## config.mk

```make
export PLATFORM = sky130hd
export DESIGN_NAME = uart_rx_tx_ring_buffers
export DESIGN_NICKNAME = d
export VERILOG_FILES = /design/src/sv/urtb_pkg.sv /design/src/sv/uart_rx_tx_ring_buffers.sv /design/src/sv/urtb_ram.sv
export SDC_FILE = /design/constraint.sdc
export NUM_CORES = 2
export LEC_CHECK = 0
export BUFFER_PORTS_ARGS = -buffer_cell sky130_fd_sc_hd__buf_4
export CAP_MARGIN = 20
export CORE_ASPECT_RATIO = 0.75
export CORE_MARGIN = 5
export CORE_UTILIZATION = 35
export CTS_BUF_LIST = sky130_fd_sc_hd__clkbuf_4 sky130_fd_sc_hd__clkbuf_8 sky130_fd_sc_hd__clkbuf_16
export DETAILED_ROUTE_END_ITERATION = 8
export GPL_ROUTABILITY_DRIVEN = 0
export GPL_TIMING_DRIVEN = 0
export PLACE_DENSITY = 0.47
export SLEW_MARGIN = 30
export SYNTH_ARGS = -nofsm -noshare
export SYNTH_HDL_FRONTEND = slang
export SYNTH_SLANG_ARGS = --single-unit
```

## constraint.sdc

```tcl
create_clock -name i_clk -period 10 [get_ports i_clk]
set_clock_uncertainty 0.15 [all_clocks]
set_input_delay 1.5 -clock i_clk [delete_from_list [all_inputs] [get_ports i_clk]]
set_output_delay 1.5 -clock i_clk [all_outputs]
set_load 0.01 [all_outputs]
```

## src/sv/urtb_pkg.sv

```systemverilog
// ----------------------------------------------------------------------------
// urtb_pkg: serial port receive / transmit ring buffers, shared definitions
// ring depths, derived widths, item kind codes and the near-full level reset
// ----------------------------------------------------------------------------
package urtb_pkg;

    typedef logic [7:0] t_byte;

    localparam int RX_DEPTH         = 256;
    localparam int TX_DEPTH         = 256;
    localparam int NEAR_FULL_MARGIN = 64;

    localparam int RX_AW = $clog2(RX_DEPTH);
    localparam int TX_AW = $clog2(TX_DEPTH);
    localparam int TX_FW = $clog2(TX_DEPTH + 1);
    // compare width for the fill count against the 8 bit level
    localparam int RX_CW = (RX_AW > 8) ? RX_AW : 8;

    localparam int RX_LEVEL_RST_I = ((RX_DEPTH - NEAR_FULL_MARGIN) > 255) ? 255 :
                                    (((RX_DEPTH - NEAR_FULL_MARGIN) < 0) ? 0 :
                                     (RX_DEPTH - NEAR_FULL_MARGIN));
    localparam t_byte RX_LEVEL_RST  = t_byte'(RX_LEVEL_RST_I);

    typedef logic [1:0] t_kind;
    localparam t_kind KIND_IRQ  = 2'd0;
    localparam t_kind KIND_READ = 2'd1;
    localparam t_kind KIND_SEND = 2'd2;
    localparam t_kind KIND_NOP  = 2'd3;

endpackage

```

## src/sv/uart_rx_tx_ring_buffers.sv

```systemverilog
// ----------------------------------------------------------------------------
// uart_rx_tx_ring_buffers: receive and transmit rings for a serial port
// interrupt events, host reads and host sends update two byte rings
// ----------------------------------------------------------------------------
// usage
// - command channel: an item is taken at a rising edge with start high and
//   busy low; i_kind selects interrupt event, host read, host send or no-op
// - result channel: o_done is high for exactly one cycle, the cycle after the
//   item was taken, and all o_ result ports are valid in that cycle; the
//   receiver cannot stall, so nothing is ever held back
// - throughput is one item per clock while busy is low: the pointer update,
//   fill compare and one ring write/read of each ring fit between the input
//   edge and the ram read register, so start may stay high every cycle
// - the results are registered behind the registered read of the ring rams
// - config channel: one register (rx near-full level) written on
//   i_cfg_valid & o_cfg_ready; ready is always high, write only while idle
// - reset (synchronous, active low) clears all pointers and flags and loads
//   the near-full level; after release a clearing pass zeroes the receive
//   ring, one entry per cycle, and busy stays high until it finishes;
//   config transactions are taken during the pass
// ----------------------------------------------------------------------------
module uart_rx_tx_ring_buffers
    import urtb_pkg::*;
(
    input  logic  i_clk,
    input  logic  i_rst_n,
    // command channel
    input  logic  start,
    output logic  busy,
    input  t_kind i_kind,
    input  logic  i_idle_seen,
    input  logic  i_line_error,
    input  logic  i_rx_valid,
    input  t_byte i_rx_byte,
    input  logic  i_tx_empty,
    input  t_byte i_send_byte,
    input  logic  i_send_first,
    input  logic  i_send_last,
    // config channel
    input  logic  i_cfg_valid,
    output logic  o_cfg_ready,
    input  t_byte i_cfg_data,
    // result channel
    output logic  o_done,
    output logic  o_notify_idle,
    output logic  o_notify_nearly_full,
    output logic  o_tx_valid,
    output t_byte o_tx_byte,
    output t_byte o_read_byte,
    output t_byte o_rx_count,
    output logic  o_send_status,
    output logic  o_tx_overflow,
    output logic  o_rx_overflow,
    output logic  o_tx_running
);

    // ring pointer helpers, wrap without a divider
    function automatic logic [RX_AW-1:0] rx_inc(input logic [RX_AW-1:0] p);
        return (p == RX_AW'(RX_DEPTH - 1)) ? '0 : p + 1'b1;
    endfunction

    function automatic logic [TX_AW-1:0] tx_inc(input logic [TX_AW-1:0] p);
        return (p == TX_AW'(TX_DEPTH - 1)) ? '0 : p + 1'b1;
    endfunction

    function automatic logic [RX_AW-1:0] rx_fill(input logic [RX_AW-1:0] w,
                                                 input logic [RX_AW-1:0] r);
        logic [RX_AW:0] sum;
        sum = {1'b0, w} + ((w >= r) ? (RX_AW+1)'(0) : (RX_AW+1)'(RX_DEPTH))
              - {1'b0, r};
        return sum[RX_AW-1:0];
    endfunction

    // receive ring state
    logic [RX_AW-1:0] r_rx_wr, n_rx_wr;
    logic [RX_AW-1:0] r_rx_rd, n_rx_rd;
    logic             r_rx_ovf, n_rx_ovf;
    t_byte            r_level;

    // transmit ring state
    logic [TX_AW-1:0] r_tx_wr, n_tx_wr;
    logic [TX_AW-1:0] r_tx_rd, n_tx_rd;
    logic [TX_FW-1:0] r_tx_fill, n_tx_fill;
    logic             r_tx_busy, n_tx_busy;
    logic             r_tx_ovf, n_tx_ovf;
    logic             r_tx_drop, n_tx_drop;

    // receive ring clearing pass after reset
    logic             r_clr_active;
    logic [RX_AW-1:0] r_clr_addr;

    // result stage
    logic  r_done;
    logic  r_notify_idle, n_notify_idle;
    logic  r_notify_full;
    logic  r_tx_pop;
    logic  r_tx_bypass;
    t_byte r_bypass_byte;
    logic  r_rd_pop;
    logic  r_send_status, n_send_status;

    // per item control
    logic             accept;
    logic             full_chk;
    logic             tx_pop;
    logic             tx_bypass;
    logic             rd_pop;
    logic             rx_item_we;
    logic [RX_AW-1:0] rx_item_addr;
    logic [RX_AW-1:0] rx_wr_inc;
    logic             tx_we;
    logic [TX_FW-1:0] tx_fill_inc;
    logic [RX_AW-1:0] rx_fill_nxt;
    logic [RX_AW-1:0] rx_fill_cur;
    logic             notify_full;

    // ram ports
    logic             rx_we;
    logic [RX_AW-1:0] rx_waddr;
    t_byte            rx_wdata;
    t_byte            rx_q;
    t_byte            tx_q;

    assign accept      = start & ~busy;
    assign busy        = r_clr_active;
    assign o_cfg_ready = 1'b1;

    // write pointer seen by a byte store: after a possible error flush
    assign rx_wr_inc   = rx_inc(i_line_error ? '0 : r_rx_wr);
    assign tx_fill_inc = r_tx_fill + 1'b1;

    // ------------------------------------------------------------------------
    // next state for one item, interrupt handled in order:
    // idle notify, error flush, byte store, transmit feed
    // ------------------------------------------------------------------------
    always_comb begin
        n_rx_wr       = r_rx_wr;
        n_rx_rd       = r_rx_rd;
        n_rx_ovf      = r_rx_ovf;
        n_tx_wr       = r_tx_wr;
        n_tx_rd       = r_tx_rd;
        n_tx_fill     = r_tx_fill;
        n_tx_busy     = r_tx_busy;
        n_tx_ovf      = r_tx_ovf;
        n_tx_drop     = r_tx_drop;
        n_notify_idle = 1'b0;
        n_send_status = 1'b0;
        full_chk      = 1'b0;
        tx_pop        = 1'b0;
        tx_bypass     = 1'b0;
        rd_pop        = 1'b0;
        rx_item_we    = 1'b0;
        rx_item_addr  = r_rx_wr;
        tx_we         = 1'b0;

        if (accept) begin
            case (i_kind)
                KIND_IRQ: begin
                    n_notify_idle = i_idle_seen;
                    if (i_line_error) begin
                        n_rx_wr = '0;
                        n_rx_rd = '0;
                    end
                    if (i_rx_valid) begin
                        rx_item_we   = 1'b1;
                        rx_item_addr = n_rx_wr;
                        full_chk     = 1'b1;
                        // write meets read: overflow, ring emptied
                        if (rx_wr_inc == n_rx_rd) begin
                            n_rx_wr  = '0;
                            n_rx_rd  = '0;
                            n_rx_ovf = 1'b1;
                        end else begin
                            n_rx_wr = rx_wr_inc;
                        end
                    end
                    // ready interrupt only matters while running
                    if (i_tx_empty && r_tx_busy) begin
                        if (r_tx_fill != '0) begin
                            tx_pop    = 1'b1;
                            n_tx_rd   = tx_inc(r_tx_rd);
                            n_tx_fill = r_tx_fill - 1'b1;
                        end else begin
                            n_tx_busy = 1'b0;
                        end
                    end
                end
                KIND_READ: begin
                    // unguarded pop, wraps when empty
                    rd_pop  = 1'b1;
                    n_rx_rd = rx_inc(r_rx_rd);
                end
                KIND_SEND: begin
                    if (i_send_first) begin
                        n_tx_ovf  = 1'b0;
                        n_tx_drop = 1'b0;
                    end
                    if (!n_tx_drop) begin
                        tx_we   = 1'b1;
                        n_tx_wr = tx_inc(r_tx_wr);
                        if (tx_fill_inc == TX_FW'(TX_DEPTH)) begin
                            // ring full: flush and drop the rest of the call
                            n_tx_ovf  = 1'b1;
                            n_tx_drop = 1'b1;
                            n_tx_wr   = '0;
                            n_tx_rd   = '0;
                            n_tx_fill = '0;
                        end else if (i_send_last && !r_tx_busy) begin
                            // kick the transmitter with the head byte
                            tx_pop    = 1'b1;
                            tx_bypass = (r_tx_rd == r_tx_wr);
                            n_tx_rd   = tx_inc(r_tx_rd);
                            n_tx_fill = r_tx_fill;
                            n_tx_busy = 1'b1;
                        end else begin
                            n_tx_fill = tx_fill_inc;
                        end
                    end
                    if (i_send_last) begin
                        n_tx_drop = 1'b0;
                    end
                    n_send_status = n_tx_ovf;
                end
                default: begin
                end
            endcase
        end
    end

    assign rx_fill_nxt = rx_fill(n_rx_wr, n_rx_rd);
    assign rx_fill_cur = rx_fill(r_rx_wr, r_rx_rd);
    assign notify_full = full_chk & (RX_CW'(rx_fill_nxt) == RX_CW'(r_level));

    // clearing pass owns the receive write port while busy
    assign rx_we    = r_clr_active | rx_item_we;
    assign rx_waddr = r_clr_active ? r_clr_addr : rx_item_addr;
    assign rx_wdata = r_clr_active ? '0 : i_rx_byte;

    // ------------------------------------------------------------------------
    // registers
    // ------------------------------------------------------------------------
    always_ff @(posedge i_clk) begin
        if (!i_rst_n) begin
            r_rx_wr       <= '0;
            r_rx_rd       <= '0;
            r_rx_ovf      <= 1'b0;
            r_level       <= RX_LEVEL_RST;
            r_tx_wr       <= '0;
            r_tx_rd       <= '0;
            r_tx_fill     <= '0;
            r_tx_busy     <= 1'b0;
            r_tx_ovf      <= 1'b0;
            r_tx_drop     <= 1'b0;
            r_clr_active  <= 1'b1;
            r_clr_addr    <= '0;
            r_done        <= 1'b0;
            r_notify_idle <= 1'b0;
            r_notify_full <= 1'b0;
            r_tx_pop      <= 1'b0;
            r_tx_bypass   <= 1'b0;
            r_rd_pop      <= 1'b0;
            r_send_status <= 1'b0;
        end else begin
            r_rx_wr       <= n_rx_wr;
            r_rx_rd       <= n_rx_rd;
            r_rx_ovf      <= n_rx_ovf;
            r_tx_wr       <= n_tx_wr;
            r_tx_rd       <= n_tx_rd;
            r_tx_fill     <= n_tx_fill;
            r_tx_busy     <= n_tx_busy;
            r_tx_ovf      <= n_tx_ovf;
            r_tx_drop     <= n_tx_drop;
            if (i_cfg_valid && o_cfg_ready) begin
                r_level <= i_cfg_data;
            end
            if (r_clr_active) begin
                r_clr_addr <= rx_inc(r_clr_addr);
                if (r_clr_addr == RX_AW'(RX_DEPTH - 1)) begin
                    r_clr_active <= 1'b0;
                end
            end
            r_done        <= accept;
            r_notify_idle <= n_notify_idle;
            r_notify_full <= notify_full;
            r_tx_pop      <= tx_pop;
            r_tx_bypass   <= tx_bypass;
            r_rd_pop      <= rd_pop;
            r_send_status <= n_send_status;
        end
    end

    // byte written in the same cycle as a kick from an empty ring
    always_ff @(posedge i_clk) begin
        r_bypass_byte <= i_send_byte;
    end

    // ------------------------------------------------------------------------
    // ring memories
    // ------------------------------------------------------------------------
    urtb_ram #(
        .WIDTH (8),
        .DEPTH (RX_DEPTH)
    ) u_rx_ram (
        .i_clk   (i_clk),
        .i_we    (rx_we),
        .i_waddr (rx_waddr),
        .i_wdata (rx_wdata),
        .i_raddr (r_rx_rd),
        .o_rdata (rx_q)
    );

    urtb_ram #(
        .WIDTH (8),
        .DEPTH (TX_DEPTH)
    ) u_tx_ram (
        .i_clk   (i_clk),
        .i_we    (tx_we),
        .i_waddr (r_tx_wr),
        .i_wdata (i_send_byte),
        .i_raddr (r_tx_rd),
        .o_rdata (tx_q)
    );

    // ------------------------------------------------------------------------
    // result ports: state registers already hold the post-item values
    // ------------------------------------------------------------------------
    assign o_done               = r_done;
    assign o_notify_idle        = r_notify_idle;
    assign o_notify_nearly_full = r_notify_full;
    assign o_tx_valid           = r_tx_pop;
    assign o_tx_byte            = r_tx_pop ? (r_tx_bypass ? r_bypass_byte : tx_q) : '0;
    assign o_read_byte          = r_rd_pop ? rx_q : '0;
    assign o_rx_count           = t_byte'(RX_CW'(rx_fill_cur));
    assign o_send_status        = r_send_status;
    assign o_tx_overflow        = r_tx_ovf;
    assign o_rx_overflow        = r_rx_ovf;
    assign o_tx_running         = r_tx_busy;

    // ------------------------------------------------------------------------
    // assertions
    // ------------------------------------------------------------------------
    a_done_follows_accept : assert property (@(posedge i_clk) disable iff (!i_rst_n)
        (start && !busy) |=> o_done)
        else $error("result strobe missing after an accepted item");

    a_tx_valid_running : assert property (@(posedge i_clk) disable iff (!i_rst_n)
        (o_done && o_tx_valid) |-> o_tx_running)
        else $error("byte handed out while transmitter not running");

    a_tx_fill_bound : assert property (@(posedge i_clk) disable iff (!i_rst_n)
        r_tx_fill < TX_FW'(TX_DEPTH))
        else $error("transmit fill reached ring depth");

    a_drop_empty : assert property (@(posedge i_clk) disable iff (!i_rst_n)
        r_tx_drop |-> (r_tx_fill == '0))
        else $error("transmit ring holds bytes while dropping");

    a_clear_once : assert property (@(posedge i_clk) disable iff (!i_rst_n)
        !r_clr_active |=> !r_clr_active)
        else $error("clearing pass restarted without reset");

endmodule

```

## src/sv/urtb_ram.sv

```systemverilog
// ----------------------------------------------------------------------------
// urtb_ram: generic simple dual-port ram
// one write port, one read port with registered read data
// ----------------------------------------------------------------------------
module urtb_ram #(
    parameter int WIDTH = 8,
    parameter int DEPTH = 256
) (
    input  logic                     i_clk,
    input  logic                     i_we,
    input  logic [$clog2(DEPTH)-1:0] i_waddr,
    input  logic [WIDTH-1:0]         i_wdata,
    input  logic [$clog2(DEPTH)-1:0] i_raddr,
    output logic [WIDTH-1:0]         o_rdata
);

    logic [WIDTH-1:0] r_mem [DEPTH];
    logic [WIDTH-1:0] r_rdata;

    always_ff @(posedge i_clk) begin
        if (i_we) begin
            r_mem[i_waddr] <= i_wdata;
        end
        r_rdata <= r_mem[i_raddr];
    end

    assign o_rdata = r_rdata;

endmodule

```

[After elaboration in Yosys (flattened, before gate mapping)]
Memory sizes are Yosys's and may differ from the RTL's. A register that Yosys moved wholly into a read port is not among the register bits.
Cells that the tools add are included.
Storage, ports and cells
  bits in writable memories: 4096
  memories kept: 2
  output and inout bits: 34
  bits of input ports: 36
  register bits: 77
Memories
  u_rx_ram.r_mem: depth 256, bits a word 8, rd ports 1, clocked after memory_dff 1, wr ports 1, line urtb_ram.sv:17  | logic [WIDTH-1:0] r_mem [DEPTH];
  u_tx_ram.r_mem: depth 256, bits a word 8, rd ports 1, clocked after memory_dff 1, wr ports 1, line urtb_ram.sv:17
Cells by class
  eq/ne operators: 19
  add/sub/neg operators: 11
  multiplexer cells: 72
  bitwise logic cells: 9
  reduce and logical (&&, ||, !) cells: 16
Operators with widths (count)
  8-bit 2-to-1 mux: 30
  9-bit 2-to-1 mux: 5
  8-bit by 1-bit adder with 8-bit output, second input constant: 5
  8-bit equality test, second input constant: 5
  1-bit 2-to-1 mux: 32
  8-bit case mux with 2 select lines: 2
  8-bit equality test: 3
  9-bit case mux with 2 select lines: 1
  8-bit adder, second input constant: 2
  8-bit subtractor: 2
  2-bit inequality test, second input constant: 6
  6-bit AND reduction: 2
  9-bit by 1-bit adder with 9-bit output, second input constant: 1
  9-bit equality test, second input constant: 1
  3-bit AND reduction: 3
  9-bit nonzero test: 1
  9-bit by 1-bit subtractor with 9-bit output, second input constant: 1
  7-bit AND reduction: 1
  3-bit inequality test, second input constant: 2
  1-bit NOT: 6
  6-bit OR reduction: 1
  1-bit case mux with 2 select lines: 2
  2-bit AND reduction: 2
  4-bit AND reduction: 1
  other kinds (8): 10

[Longest topological paths before layout]
  word-level depth: 12
  gate-level depth with buffers: 19
  gate-level depth less buffers: 17

[Hierarchy]
From an unflattened synthesis, not the netlist that was laid out.
Unflattened totals
  cell total of the unflattened synthesis: 8109
  area, all modules: 164297.6 µm²
Modules (own cells, without submodules)
  urtb_ram: area an instance 79556.3 µm², seq. area each 61659.1 µm², cells each 3733, instances 2
  uart_rx_tx_ring_buffers: area an instance 5185.0 µm², seq. area each 1541.5 µm², cells each 643, instances 1

[Worst setup path after synthesis]
OpenSTA, ideal clock, no wires.
  path type: input to register
  from: input i_rx_byte[0]
  to: memory u_rx_ram.r_mem[0][0] (data pin)
  path slack: 0.759 ns
  library setup time: 1.446 ns
  data arrival time: 7.645 ns
  path buffers: 0
  stages: 1
  required time: 8.404 ns
  path through: nor2b_1
Between the ends
  longest elaborated chain between the ends: 1
RTL lines
  start: declaration: line uart_rx_tx_ring_buffers.sv:34  | input t_byte i_rx_byte,
  8-bit 2-to-1 mux: line uart_rx_tx_ring_buffers.sv:237  | assign rx_wdata = r_clr_active ? '0 : i_rx_byte;
  end: declaration: line urtb_ram.sv:17
No other way between the ends.

[Worst setup path after layout]
  from: register r_rx_rd[1]
  to: output o_rx_count[7]
Between the ends
  longest elaborated chain between the ends: 1
RTL lines
  start: declaration: line uart_rx_tx_ring_buffers.sv:76  | logic [RX_AW-1:0] r_rx_rd, n_rx_rd;
  start signal: assignment: line uart_rx_tx_ring_buffers.sv:265  | r_rx_rd <= n_rx_rd;
  8-bit subtractor: line uart_rx_tx_ring_buffers.sv:70  | - {1'b0, r};
  end: declaration: line uart_rx_tx_ring_buffers.sv:50  | output t_byte o_rx_count,
No other way between the ends.

==> flow_summary.yaml <==
layout:
  layout_commonest_cell: "edfxtp_1"
  layoutNonFillerInstCount: 15300
  syn2layout_area_growth_pct: 16.8
  nets: 8711
  drive_gt1_share_pct: 28.7
  post-route-util_pct: 41.0
  layout_common_cells: "edfxtp_1 (4096), mux4_2 (1037), clkbuf_16 (433)"
  finalInstanceArea_um2: 192000
sta:
  hold_ws_ns: 0.380
  setup_tns_ns: 0
  final.setup.worst_slack_ns: 1.78
  fmaxAchievable_ghz: 0.122
  drv_slew: 0
  rsz0062_at_grt: "false"
  period_share_pct: 82.2
  tightest_slew_ns: 1.31
  setup_viol: 0
  layout_min_cycle_time_ns: 8.22
  hold_viol_final: 0
  max_slew_margin_pct: 11.8
synth:
  yosysWarnings: 0
  ys_ff_latch: 4189
  synth_compound_area_share_pct: 2.52
  avgSynthCellArea_um2: 20.6
  yosysSeqAreaShare_pct: 75.8
  netlist_area_um2: 165000
  ys.flop_type: "edfxtp_1"
  synthMuxAreaShare_pct: 16.4
  synth_top_family_by_area: "multiplexers"
  async_flop_share_pct: 0
  synth-edff-count: 4096
  synthSimpleGateAreaFrac_pct: 3.18
  netlist_instances: 7985
  synth_xor_area_share_pct: 0.280
  synth.net_count: 8048
  synth_adder_area_share_pct: 0.214
  synth.distinct_cells: 89
global_route:
  gr-usage-met2_pct: 32.7
  grt_max_degree: 106
  grt_pass1_wl_mm: 800
  antenna_found_initial: 77
  track_usage_pct: 24.4
  grt_pass1_vias: 86500
  use_met3_pct: 8.78
  grt-busiest-layer: "met1"
  grt_overflow: 0
  grtUsageMet1_pct: 36.9
place:
  place_inst: 14500
  post-dp-hpwl_mm: 418
  io_buffers: 66
  pre_cts_slack_ns: 2.84
  place_area_um2: 178000
worst_setup_path:
  crit_end: "o_rx_count[7]"
  reg2reg_to: "u_tx_ram.o_rdata[3]"
  critical-path-slowest-cell: "buf_1"
  crit_path_max_incr_delay_ns: 0.85
  end_kind: "output pin"
  r2r_slack_ns: 3.35
  worstSetupStartpointType: "register"
  path_cells: "buf_2 > buf_2 > buf_2 > buf_2 > buf_1 > inv_1 > ha_1 > nor2b_1 > o21ai_0 > a21boi_0 > o21ai_0 > nand2b_1 > a21o_1 > a21oi_1 > xnor2_1 > buf_4"
  path_class: "reg -> out"
  cp_max_fo: 10
  reg2reg_depth: 11
  r2r_start: "r_tx_rd[1]"
  worstSetupStartpoint: "r_rx_rd[1]"
  path_common_cell: "buf_2"
  worstPathArrival_ns: 6.57
  worstPathRequired_ns: 8.35
route:
  final_antenna_net_count: 0
  first_pass_iters: 6
  drt_iter0_drc: 14800
  post_drt_wl_per_cell_um: 39.5
  drc: 0
  num_vias: 90900
  drt-total-wl_mm: 604
  via_per_inst: 5.95
floorplanning:
  die_area_um2: 484000
  die_height_um: 604
  fp.coreArea_um2: 469000
  rows: 218
  die_x_um: 802
  start_util_pct: 35.1
  ios: 70
cts:
  root_buffer: "clkbuf_16"
  cts_setup_buffers: 0
  cts_buffers: 429
  hold_buffers: 0
  cts_max_level: 5
  cts_resized: 0
  tritoncts: "done"
  insertion_delay_ns: 1.07
  cts_sinks: 4189
  clockBufferDepth: 4
  cts.clk_slew.worst_paths_ns: 0.07
outcome:
  status: "finished, final reports clean"
pwr:
  cellPowerDensity_nw_per_um2: 186
  total_leakage_power_nw: 58.9
  vdd_drop_max_mv: 0.171
  power_mw: 35.9
run:
  maxCapViolCount: 0
worst_hold_path:
  min-delay-path-class: "reg -> reg"
  min-delay-start: "o_rx_overflow"
==> worst min path at each step <==
| stage | to | slack (ns) | cells past startpoint |
|---|---|---|---|
| 2_1_floorplan | r_level[6] | 0.31 | 2 |
| 3_3_place_gp | o_rx_overflow | 0.37 | 2 |
| 3_5_place_dp | o_rx_overflow | 0.37 | 2 |
| 4_1_cts | o_rx_overflow | 0.38 | 2 |
| 5_1_grt | r_level[5] | 0.42 | 2 |
| 6_report | o_rx_overflow | 0.38 | 2 |
==> Yosys cell counts, types with 38 or more instances <==
library cell,n,area share [%]
clkbuf_1,221,0.50
dfxtp_1,93,1.1
o21ai_0,107,0.33
nand2_1,256,0.58
nand3_1,54,0.16
a221oi_1,79,0.42
mux2i_1,343,2.1
edfxtp_1,4096,75
nor2_1,619,1.4
nor2b_1,57,0.22
buf_4,49,0.22
buf_6,42,0.29
mux4_2,1037,14
o22ai_1,38,0.14
buf_2,136,0.41
a211oi_1,40,0.18
a31oi_1,45,0.17
a21oi_1,127,0.39
nor3_1,49,0.15
==> critical path, delay by kind of cell, from the launching register on <==
kind | cells | cell delay, ns
XOR/XNOR | 1 | 0.18
adder cells (fa/ha/maj) | 1 | 0.33
flip-flops | 1 | 0.72
buffers and inverters | 7 | 3.21
AND/OR/NAND/NOR | 2 | 0.22
AO/OA/AOI/OAI | 5 | 0.86
==> cell type report <==
cell class	instances	area (um^2)
fill	41100	277000
sequential	4189	125000
multi-input combinational	3278	37900
clock buffer	551	11800
tap	6270	7850
timing repair buffer	232	4640
buffer	484	2710
clock inverter	228	2380
inverter	34	128
antenna	22	55.1
==> power by group <==
part	switching, mW	total (mW)	leakage, nW	internal, mW
clock network	7.09	16.4	7.07	9.31
registers	0.00649	19.1	38.1	19.1
logic	0.266	0.331	13.7	0.0647
==> kinds of logic (layout without fill, tap and decap cells) <==
family,Yosys count,after routing
simple gates,1196,1196
xor+xnor,51,51
flops,4189,4189
fa+ha+maj,27,27
other cells,1,23
buf+inv,518,1529
mux,1395,1395
compound gates,608,608
==> layer usage <==
| metal | vias to the layer above | wire, um |
|---|---|---|
| li1 | 34500 | - |
| met1 | 49600 | 264000 |
| met2 | 5869 | 241000 |
| met3 | 983 | 79100 |
| met4 | 28 | 20600 |
| met5 | - | 222 |
==> state kept, by name, indices dropped and copies added, names as in the netlist <==
| register | count |
|---|---|
| busy | 1 |
| o_done | 1 |
| o_notify_idle | 1 |
| o_notify_nearly_full | 1 |
| o_rx_overflow | 1 |
| o_send_status | 1 |
| o_tx_overflow | 1 |
| o_tx_running | 1 |
| o_tx_valid | 1 |
| r_bypass_byte | 8 |
| r_clr_addr | 8 |
| r_level | 8 |
| r_rd_pop | 1 |
| r_rx_rd | 8 |
| r_rx_wr | 8 |
| r_tx_bypass | 1 |
| r_tx_drop | 1 |
| r_tx_fill | 9 |
| r_tx_rd | 8 |
| r_tx_wr | 8 |
| u_rx_ram.o_rdata | 8 |
| u_rx_ram.r_mem | 2048 |
| u_tx_ram.o_rdata | 8 |
| u_tx_ram.r_mem | 2048 |
Note: power is estimated with default switching activity, not from simulation.
